### config.mk
export PLATFORM = sky130hd
export DESIGN_NAME = avt_mat_store
export DESIGN_NICKNAME = d
export VERILOG_FILES = /design/src/hw/rtl/avt_pkg.sv /design/src/hw/rtl/avt_mat_store.sv
export SDC_FILE = /design/constraint.sdc
export NUM_CORES = 1
export LEC_CHECK = 0
export ABC_AREA = 1
export BUFFER_PORTS_ARGS = -buffer_cell sky130_fd_sc_hd__buf_2
export CORE_UTILIZATION = 40
export DETAILED_ROUTE_END_ITERATION = 12
export HOLD_SLACK_MARGIN = 0.12
export SLEW_MARGIN = 25
export SYNTH_ARGS = -nofsm -noshare
export SYNTH_HDL_FRONTEND = slang
export SYNTH_SLANG_ARGS = --single-unit
export TNS_END_PERCENT = 20
### constraint.sdc
create_clock -name clk -period 1 [get_ports clk]
set_input_delay 0.05 -clock clk [delete_from_list [all_inputs] [get_ports clk]]
set_output_delay 0.05 -clock clk [all_outputs]
set_load 0.02 [all_outputs]
### src/hw/rtl/avt_pkg.sv
// Shared types and constants for the affine vector transform block.
`default_nettype none

package avt_pkg;

	localparam int DATA_W        = 32;
	localparam int FRAC_BITS_DEF = 16;
	localparam int ENTRY_COUNT   = 12;
	localparam int IDX_W         = 4;
	localparam int LANES         = 3;
	localparam int TERMS         = 3;
	// Exact sum of three 64-bit products plus scaled translation fits here
	localparam int SUM_W         = 2 * DATA_W + 2;

	typedef enum logic [1:0] {
		REQ_LOAD      = 2'd0,
		REQ_POINT     = 2'd1,
		REQ_ROTATE    = 2'd2,
		REQ_TRANSPOSE = 2'd3
	} req_type_t;

	// Coefficients one output lane needs for one item
	typedef struct packed {
		logic [TERMS-1:0][DATA_W-1:0] a;
		logic [DATA_W-1:0]            t;
	} lane_coef_t;

	// Stage load enables handed to each lane
	typedef struct packed {
		logic en_s2;
		logic en_s3;
		logic en_s4;
		logic en_s5;
	} stage_en_t;

endpackage

`default_nettype wire

### src/hw/rtl/avt_mat_store.sv
// Matrix entry registers with load port and per-mode coefficient selection.
`default_nettype none

module avt_mat_store #(
	parameter int FRAC_BITS = avt_pkg::FRAC_BITS_DEF
) (
	input  wire logic                                  clk,
	input  wire logic                                  arst_n,
	input  wire logic                                  wr_en,
	input  wire logic [avt_pkg::IDX_W-1:0]             wr_idx,
	input  wire logic [avt_pkg::DATA_W-1:0]            wr_data,
	input  wire avt_pkg::req_type_t                    mode,
	output avt_pkg::lane_coef_t [avt_pkg::LANES-1:0]   coef
);

	logic [avt_pkg::ENTRY_COUNT-1:0][avt_pkg::DATA_W-1:0] mat_q;

	// Entries reset to identity rotation, zero translation
	always_ff @(posedge clk or negedge arst_n) begin
		if (!arst_n) begin
			for (int i = 0; i < avt_pkg::ENTRY_COUNT; i++) begin
				if (i == 0 || i == 5 || i == 10) begin
					mat_q[i] <= avt_pkg::DATA_W'(1) << FRAC_BITS;
				end else begin
					mat_q[i] <= '0;
				end
			end
		end else if (wr_en && (wr_idx < avt_pkg::IDX_W'(avt_pkg::ENTRY_COUNT))) begin
			mat_q[wr_idx] <= wr_data;
		end
	end

	// Row-major for point/rotate, column-major for transpose
	always_comb begin
		for (int r = 0; r < avt_pkg::LANES; r++) begin
			for (int c = 0; c < avt_pkg::TERMS; c++) begin
				if (mode == avt_pkg::REQ_TRANSPOSE) begin
					coef[r].a[c] = mat_q[c * 4 + r];
				end else begin
					coef[r].a[c] = mat_q[r * 4 + c];
				end
			end
			coef[r].t = (mode == avt_pkg::REQ_POINT) ? mat_q[r * 4 + 3] : '0;
		end
	end

endmodule

`default_nettype wire

=== Yosys cells after proc, flatten, opt, wreduce, memory -nomap -nowiden ===
Cells that the tools add are included.

* Output and inout bits: 384
* Word-level logic and storage cells: 31
* Flip-flop bits (word level): 384
* Input bits: 41

* Eq/ne operators: 2
* Order comparisons: 3
* Multiplexer cells: 12
* Reduce and logical (&&, ||, !) cells: 2

{| class="wikitable"
|+ Operators with widths
! kind !! count
|-
| $bwmux W384 || 1
|-
| $mux W32 || 10
|-
| $demux W32 S4 || 1
|-
| $lt A4 B5 Y1 const B || 1
|-
| $ge A4 B1 Y1 const B || 1
|-
| $lt A4 B4 Y1 const B || 1
|-
| $eq A2 B1 Y1 const B || 1
|-
| $eq A2 B2 Y1 const B || 1
|-
| $logic_and A1 B1 Y1 || 2
|}

=== Logic depth before layout (Yosys ltp) ===
Gate-level depths: netlist of the first run.

* Depth after elaboration: 5
* Mapped depth: 6
* Depth with buffers taken out: 5

=== Least setup slack after synthesis of the first run ===
Ideal clock, no wire load.

* Path type: input to output
* From: input port mode[0]
* To: output port coef[224] (netlist name)
* Path buffers: 2
* Data required time: 0.950 ns
* Setup slack: -0.185 ns
* Arrival: 1.135 ns
* Stages: 5
* Cell sequence: nand2_1 > clkbuf_1 > clkbuf_1 > nor2_1 > a21oi_1

{| class="wikitable"
|+ RTL lines
! what !! RTL line !! text
|-
| from (decl) || avt_mat_store.sv:12 || <nowiki>input wire avt_pkg::req_type_t mode,</nowiki>
|-
| to (decl) || avt_mat_store.sv:13 || <nowiki>output avt_pkg::lane_coef_t [avt_pkg::LANES-1:0] coef</nowiki>
|}

==> results of run 1 <==
[timing repair]
item	in CTS	in global routing
hold endpoints to repair	768	7
resized for setup	632	317
setup endpoints to repair	384	547
gates cloned	0	1
pin swaps	202	108
setup buffers	14	23
[final cells by class]
class                           instances  area share [%]
Clock inverter                          6           0.150
Antenna cell                            3          0.0282
Tap cell                              607            2.85
Multi-Input combinational cell       1666            30.9
Timing Repair Buffer                  630            22.1
Inverter                              230            3.24
Sequential cell                       384            36.1
Clock buffer                           68            4.70
[critical path, stage by stage (launching register included)]
cell and delay (ps):
dfrtp_1 340, inv_2 60, a21oi_2 230, buf_4 190
[registers in the layout (all words and copies together), names as in the netlist]
| name | cells |
|---|---|
| mat_q | 288 |
| coef | 96 |
[logic make-up after synthesis]
| logic type | count (synthesis) | share of synthesized area [%] |
|---|---|---|
| compound gates | 256 | 7.62 |
| simple gates | 1410 | 29.3 |
| flops | 384 | 50.8 |
| buf+inv | 510 | 12.2 |
[per-layer routing]
| metal | wire length, um | vias to the layer above |
|---|---|---|
| met5 | 0 | - |
| met4 | 2500 | 0 |
| met3 | 4610 | 139 |
| met2 | 32900 | 672 |
| met1 | 29800 | 8854 |
| li1 | - | 8538 |
[layout by cell type, fill, tap and decap left out, types with 5 or more instances in the layout]
cell type	netlist	final
a21oi_1	96	14
a21oi_2	0	69
a21oi_4	0	13
buf_12	0	46
buf_2	29	124
buf_4	96	229
buf_6	0	188
clkbuf_1	138	17
clkbuf_16	0	44
clkbuf_8	0	8
dfrtp_1	381	380
dlygate4sd3_1	0	36
inv_1	230	115
inv_2	0	115
nand2_1	1100	1081
nand2_2	0	17
nand3_1	7	5
nand4_1	96	96
nor2_1	204	109
nor2_2	3	77
nor2_4	0	21
o21ai_1	0	19
o21ai_2	0	63
o21ai_4	0	14
o21bai_1	64	64
[through the flow]
stage	instances	util, %	setup TNS [ps]	worst slack (ps)	power [W]
global route	3594	57.2	-121990	-477	0.0575
detailed placement	3449	47.9	-91490	-307	0.0358
CTS	3570	54.8	-129720	-470	0.0535
finish	3594	57.2	-102760	-433	0.0548
global placement	3449	47.9	-79180	-302	0.0355
floorplan	2560	-	-19600	-185	0.0309
[Yosys cell counts (all sizes together)]
master     n  area [sq um]
dfrtp    381          9530
nand3      7          35.0
buf      142           930
inv      230           863
nand4     96           601
clkbuf   138           518
a21oi     96           480
nor2     207           785
dfstp      3          78.8
o21ai     96           480
nand2   1100          4130
o21bai    64           480
[report_power, final]
group          internal (W)  leakage, nW  switching [W]
sequential           0.0188         4.82        0.00237
combinational       0.00770         8.43         0.0110
clock               0.00853        0.628        0.00638
[path summary, 6_finish.rpt]
path	from	slack (ps)	to
min in group asynchronous	arst_n	130	mat_q[223]$_DFFE_PN0P_
hold reg to reg	coef[41]$_DFFE_PN0P_	470	coef[41]$_DFFE_PN0P_
setup reg to reg	mat_q[152]$_DFFE_PN0P_	130	mat_q[152]$_DFFE_PN0P_
setup / recovery	mat_q[192]$_DFFE_PN0P_	-430	coef[224]
hold / removal	wr_idx[2]	90	mat_q[261]$_DFFE_PN0P_
max in group asynchronous	arst_n	-60	coef[39]$_DFFE_PN0P_
==> impl_results.md, run 1 <==
* Reg clk slew, reported paths at 60 ps
* Grt met1 use at 38.0%
* Worst-Skew Late Latency at 560 ps
* Via count at 18200
* Flip-flop and latch area at 0.00961 sq mm
* Die area at 0.0482 sq mm
* Max-slew violations at 0
* Total gr overflow at 0
* RSZ-0062 raised after global routing: true
* Slew @ Worst Pin at 540 ps
* Final net count at 2995
* Final setup fails at 415
* Syn Nets at 2601
* Status: complete, but fails checks
* CP arrival at 1380 ps
* Worst Setup End Kind: output pin
* Hold Slack at 91.2 ps
* Crit path kind: register to output pin
* Average vias per placed instance at 5.06
* Gr busiest metal: met2
* Routed wire length at 69700 um
* Die Ht at 219 um
* Dpl cell area at 0.0223 sq mm
* Largest net degree at the start of global routing at 84
* Max Fclk at 698 MHz
* Final HPWL from detailed placement at 46200 um
* H-Tree Depth at 2
* PwrDens at 2060 mW/mm^2
* Avg Cell Area, Syn at 7.39 sq um
* First-pass GRT wire length at 102000 um
* M3 GR Usage at 4.60%
* Die width at 219 um
* Failing checks: negative setup slack
* Gate Count Post-Synth at 2560
* Global routing usage on met2 at 44.9%
* Max clock buf depth at 3
* Unique cell type count in the Yosys netlist at 15
* Layout area overhead at 40.7%
* Worst path required time at 950 ps
* Clock Skew at 0 ps
* Worst Hold Path Cells at 5
* Synth Cell Area at 0.0189 sq mm
* Sequential share of the synthesized area at 50.8%
* Final Hold Vio Count at 0
* Post-route cell area at 0.0266 sq mm
* Post-route ant nets at 0
* Core area at 0.0466 sq mm
* Max_slew headroom at 64.0%
* R2R depth at 4
* Initial core utilization at 40.6%
* Cts hold-fix bufs at 39
* Final WS setup at -433 ps
* VDD IR max at 0.00118 V
* RePlAce Congestion at 0.866
* CTS Buf Count at 42
* CP Max Fanout at 3
* DR pass1 iterations at 5
* Multi-input gate area at 0.00822 sq mm
* Period Utilization, post-route at 143%
* Hold Path Class: input pin to register
* DR iter-0 viols at 1355
* DR WL/cell at 19.4 um
* CTS tree: done
* Row cnt at 79
* Startpoint Class: register
* Clk sinks at 384
* Share of cells above drive strength 1 at 35.0%
* I/O Buffers at 424
* # DRC at 0
* Fillers at 4120
* Post-layout min period at 1430 ps
* #FFs+latches synth at 384
* Io pins at 425
* Yosys Warn Count at 0
* Initial antenna violation count at 3
* Max Cap Violations at 0
* Total Routing Usage GR at 28.1%
* LEAKAGE at 13.9 nW
* CTS root buf: clkbuf_16
* Vias in the first global route at 17400
(Power assumes the default switching activity.)
==> run 2: changes to the inputs <==
==> constraint.sdc (replaced) <==
create_clock -name clk -period 1 [get_ports clk]
set_input_delay 0.05 -clock clk [delete_from_list [all_inputs] [get_ports clk]]
set_output_delay 0.05 -clock clk [all_outputs]
set_load 0.05 [all_outputs]
==> run 2 against run 1 <==
  * The flow still finishes with violations (negative setup slack)
  * Final cell count increased by 0.31%
  * Hold slack improved by 18 ps
  * Combinational power increased by 36%
  * Die area unchanged
  * Wire length decreased by 3.0%
  * Sequential share of layout area decreased by 0.86 points
  * Design area increased by 2.4%
  * Flip-flop and latch count unchanged
  * Register-to-register slack about the same
  * First-iteration DRC count increased by 25%
  * Critical endpoint is now coef[235]
  * Largest power group is now combinational logic
==> impl_results.md, run 2 (synthesis gave the netlist of run 1 again) <==
* CTS tree: done
* PwrDens at 2340 mW/mm^2
* Worst path required time at 950 ps
* Initial core utilization at 40.6%
* Max-slew violations at 0
* Total gr overflow at 0
* DR WL/cell at 18.8 um
* DR pass1 iterations at 5
* Via count at 18200
* Clk sinks at 384
* Largest net degree at the start of global routing at 77
* Die Ht at 219 um
* Slew @ Worst Pin at 493 ps
* Worst-Skew Late Latency at 560 ps
* Most frequent cells in the layout: nand2_1 (1081), dfrtp_1 (381), buf_6 (230)
* First-pass GRT wire length at 99700 um
* I/O Buffers at 424
* Period Utilization, post-route at 148%
* # DRC at 0
* Clock Skew at 0 ps
* Total Routing Usage GR at 27.1%
* Reg clk slew, reported paths at 60 ps
* Startpoint Class: register
* Hold Slack at 109 ps
* Fillers at 4055
* Largest register by flop count: mat_q
* Crit path cell chain: nor2_1 -> a21oi_1 -> buf_4
* Routed wire length at 67700 um
* DR iter-0 viols at 1698
* Io pins at 425
* Hold Path Class: input pin to register
* Share of cells above drive strength 1 at 36.4%
* Average vias per placed instance at 5.05
* Core area at 0.0466 sq mm
* Layout area overhead at 44.2%
* Max clock buf depth at 3
* Die area at 0.0482 sq mm
* Max_slew headroom at 67.1%
* LEAKAGE at 14.1 nW
* Status: complete, but fails checks
* Worst R2R Setup Slack at 140 ps
* Max incr delay on CP at 430 ps
* CP Max Fanout at 3
* Most common cell after layout, fill and taps aside: nand2_1
* Crit path kind: register to output pin
* Max Cap Violations at 0
* Final net count at 3005
* Final HPWL from detailed placement at 43600 um
* CTS root buf: clkbuf_16
* Initial antenna violation count at 0
* Cts hold-fix bufs at 41
* Final Hold Vio Count at 0
* Util after Layout at 58.6%
* CP arrival at 1430 ps
* Worst Setup End Kind: output pin
* VDD IR max at 0.00207 V
* Max Fclk at 678 MHz
* Vias in the first global route at 17100
* RSZ-0062 raised after global routing: true
* Number of flip-flops in the largest register at 288
* Row cnt at 79
* RePlAce Congestion at 0.870
* Final setup fails at 514
* CTS Buf Count at 44
* Post-layout min period at 1480 ps
* H-Tree Depth at 2
* Failing checks: negative setup slack
* Post-route ant nets at 0
* Crit-path slowest cell: dfrtp_1
* Final WS setup at -476 ps
* Total Power at 0.0638 W
* Die width at 219 um
[run 2: cell count changes in the layout (fill, tap and decap cells not counted), sizes merged]
| cell | previous run | this run |
|---|---|---|
| clkinvlp | 1 | 2 |
| buf | 590 | 596 |
| clkbuf | 69 | 60 |
| clkinv | 4 | 12 |
| bufinv | 0 | 6 |
| diode | 3 | 1 |
| dlygate4sd3 | 36 | 41 |
| inv | 231 | 230 |
| dlymetal6s4s | 3 | 0 |
[run 2: cell type report]
type                       count  area, sq um  share of cell area, %
tap                          607          759                   2.79
multi-input combinational   1666         8240                   30.2
sequential                   384         9610                   35.3
timing repair buffer         638         6270                   23.0
clock buffer                  59         1260                   4.62
inverter                     230          863                   3.17
clock inverter                20          259                  0.950
antenna                        1         2.50                0.00918
[run 2: through the flow]
step	setup TNS (ps)	setup WS [ps]	cells	instance area (sq um)
after floorplan	-129850	-669	2560	19000
after global placement	-70850	-287	3433	22000
after detailed placement	-77370	-339	3433	22000
after CTS	-143920	-484	3563	25800
after global routing	-153840	-543	3604	27300
final	-129390	-476	3605	27300
[run 2: power by group]
part | internal, W | switching [W]
Clock | 0.0104 | 0.00666
Combinational | 0.00829 | 0.0172
Sequential | 0.0188 | 0.00243
Total | 0.0375 | 0.0263
[run 2: worst max-delay path, delay by kind of cell, from the launching register on]
kind                   cells  cell delay [ps]
AND/OR/NAND/NOR            1               90
buffers and inverters      1              210
AO/OA/AOI/OAI              1              130
flip-flops                 1              430
[run 2: what timing repair did]
item,4_1_cts,5_1_grt
hold endpoints to repair,768,1
gates cloned,0,1
pin swaps,179,107
buffers inserted,19,41
gates resized for setup,694,499
endpoints found under the setup margin,384,521
[run 2: final timing paths]
kind	from	to	cells after the start
worst min-delay path	wr_idx[3]	coef[48]$_DFFE_PN1P_	6
worst max-delay path	mat_q[299]$_DFFE_PN0P_	coef[235]	3
worst max register to register	coef[368]$_DFFE_PN1P_	coef[368]$_DFFE_PN1P_	3
min in group asynchronous	arst_n	mat_q[302]$_DFFE_PN0P_	3
worst min register to register	coef[56]$_DFFE_PN0P_	coef[56]$_DFFE_PN0P_	2
max in group asynchronous	arst_n	mat_q[204]$_DFFE_PN0P_	3
[run 2: routing by layer]
metal / global-route usage [%] / part of all wire, % / vias up
met2: 44.6 / 49 / 729
li1: - / - / 8553
met4: 9.65 / 3.1 / 0
met3: 3.64 / 6.6 / 136
met5: 0 / 0 / -
met1: 36.6 / 41 / 8797
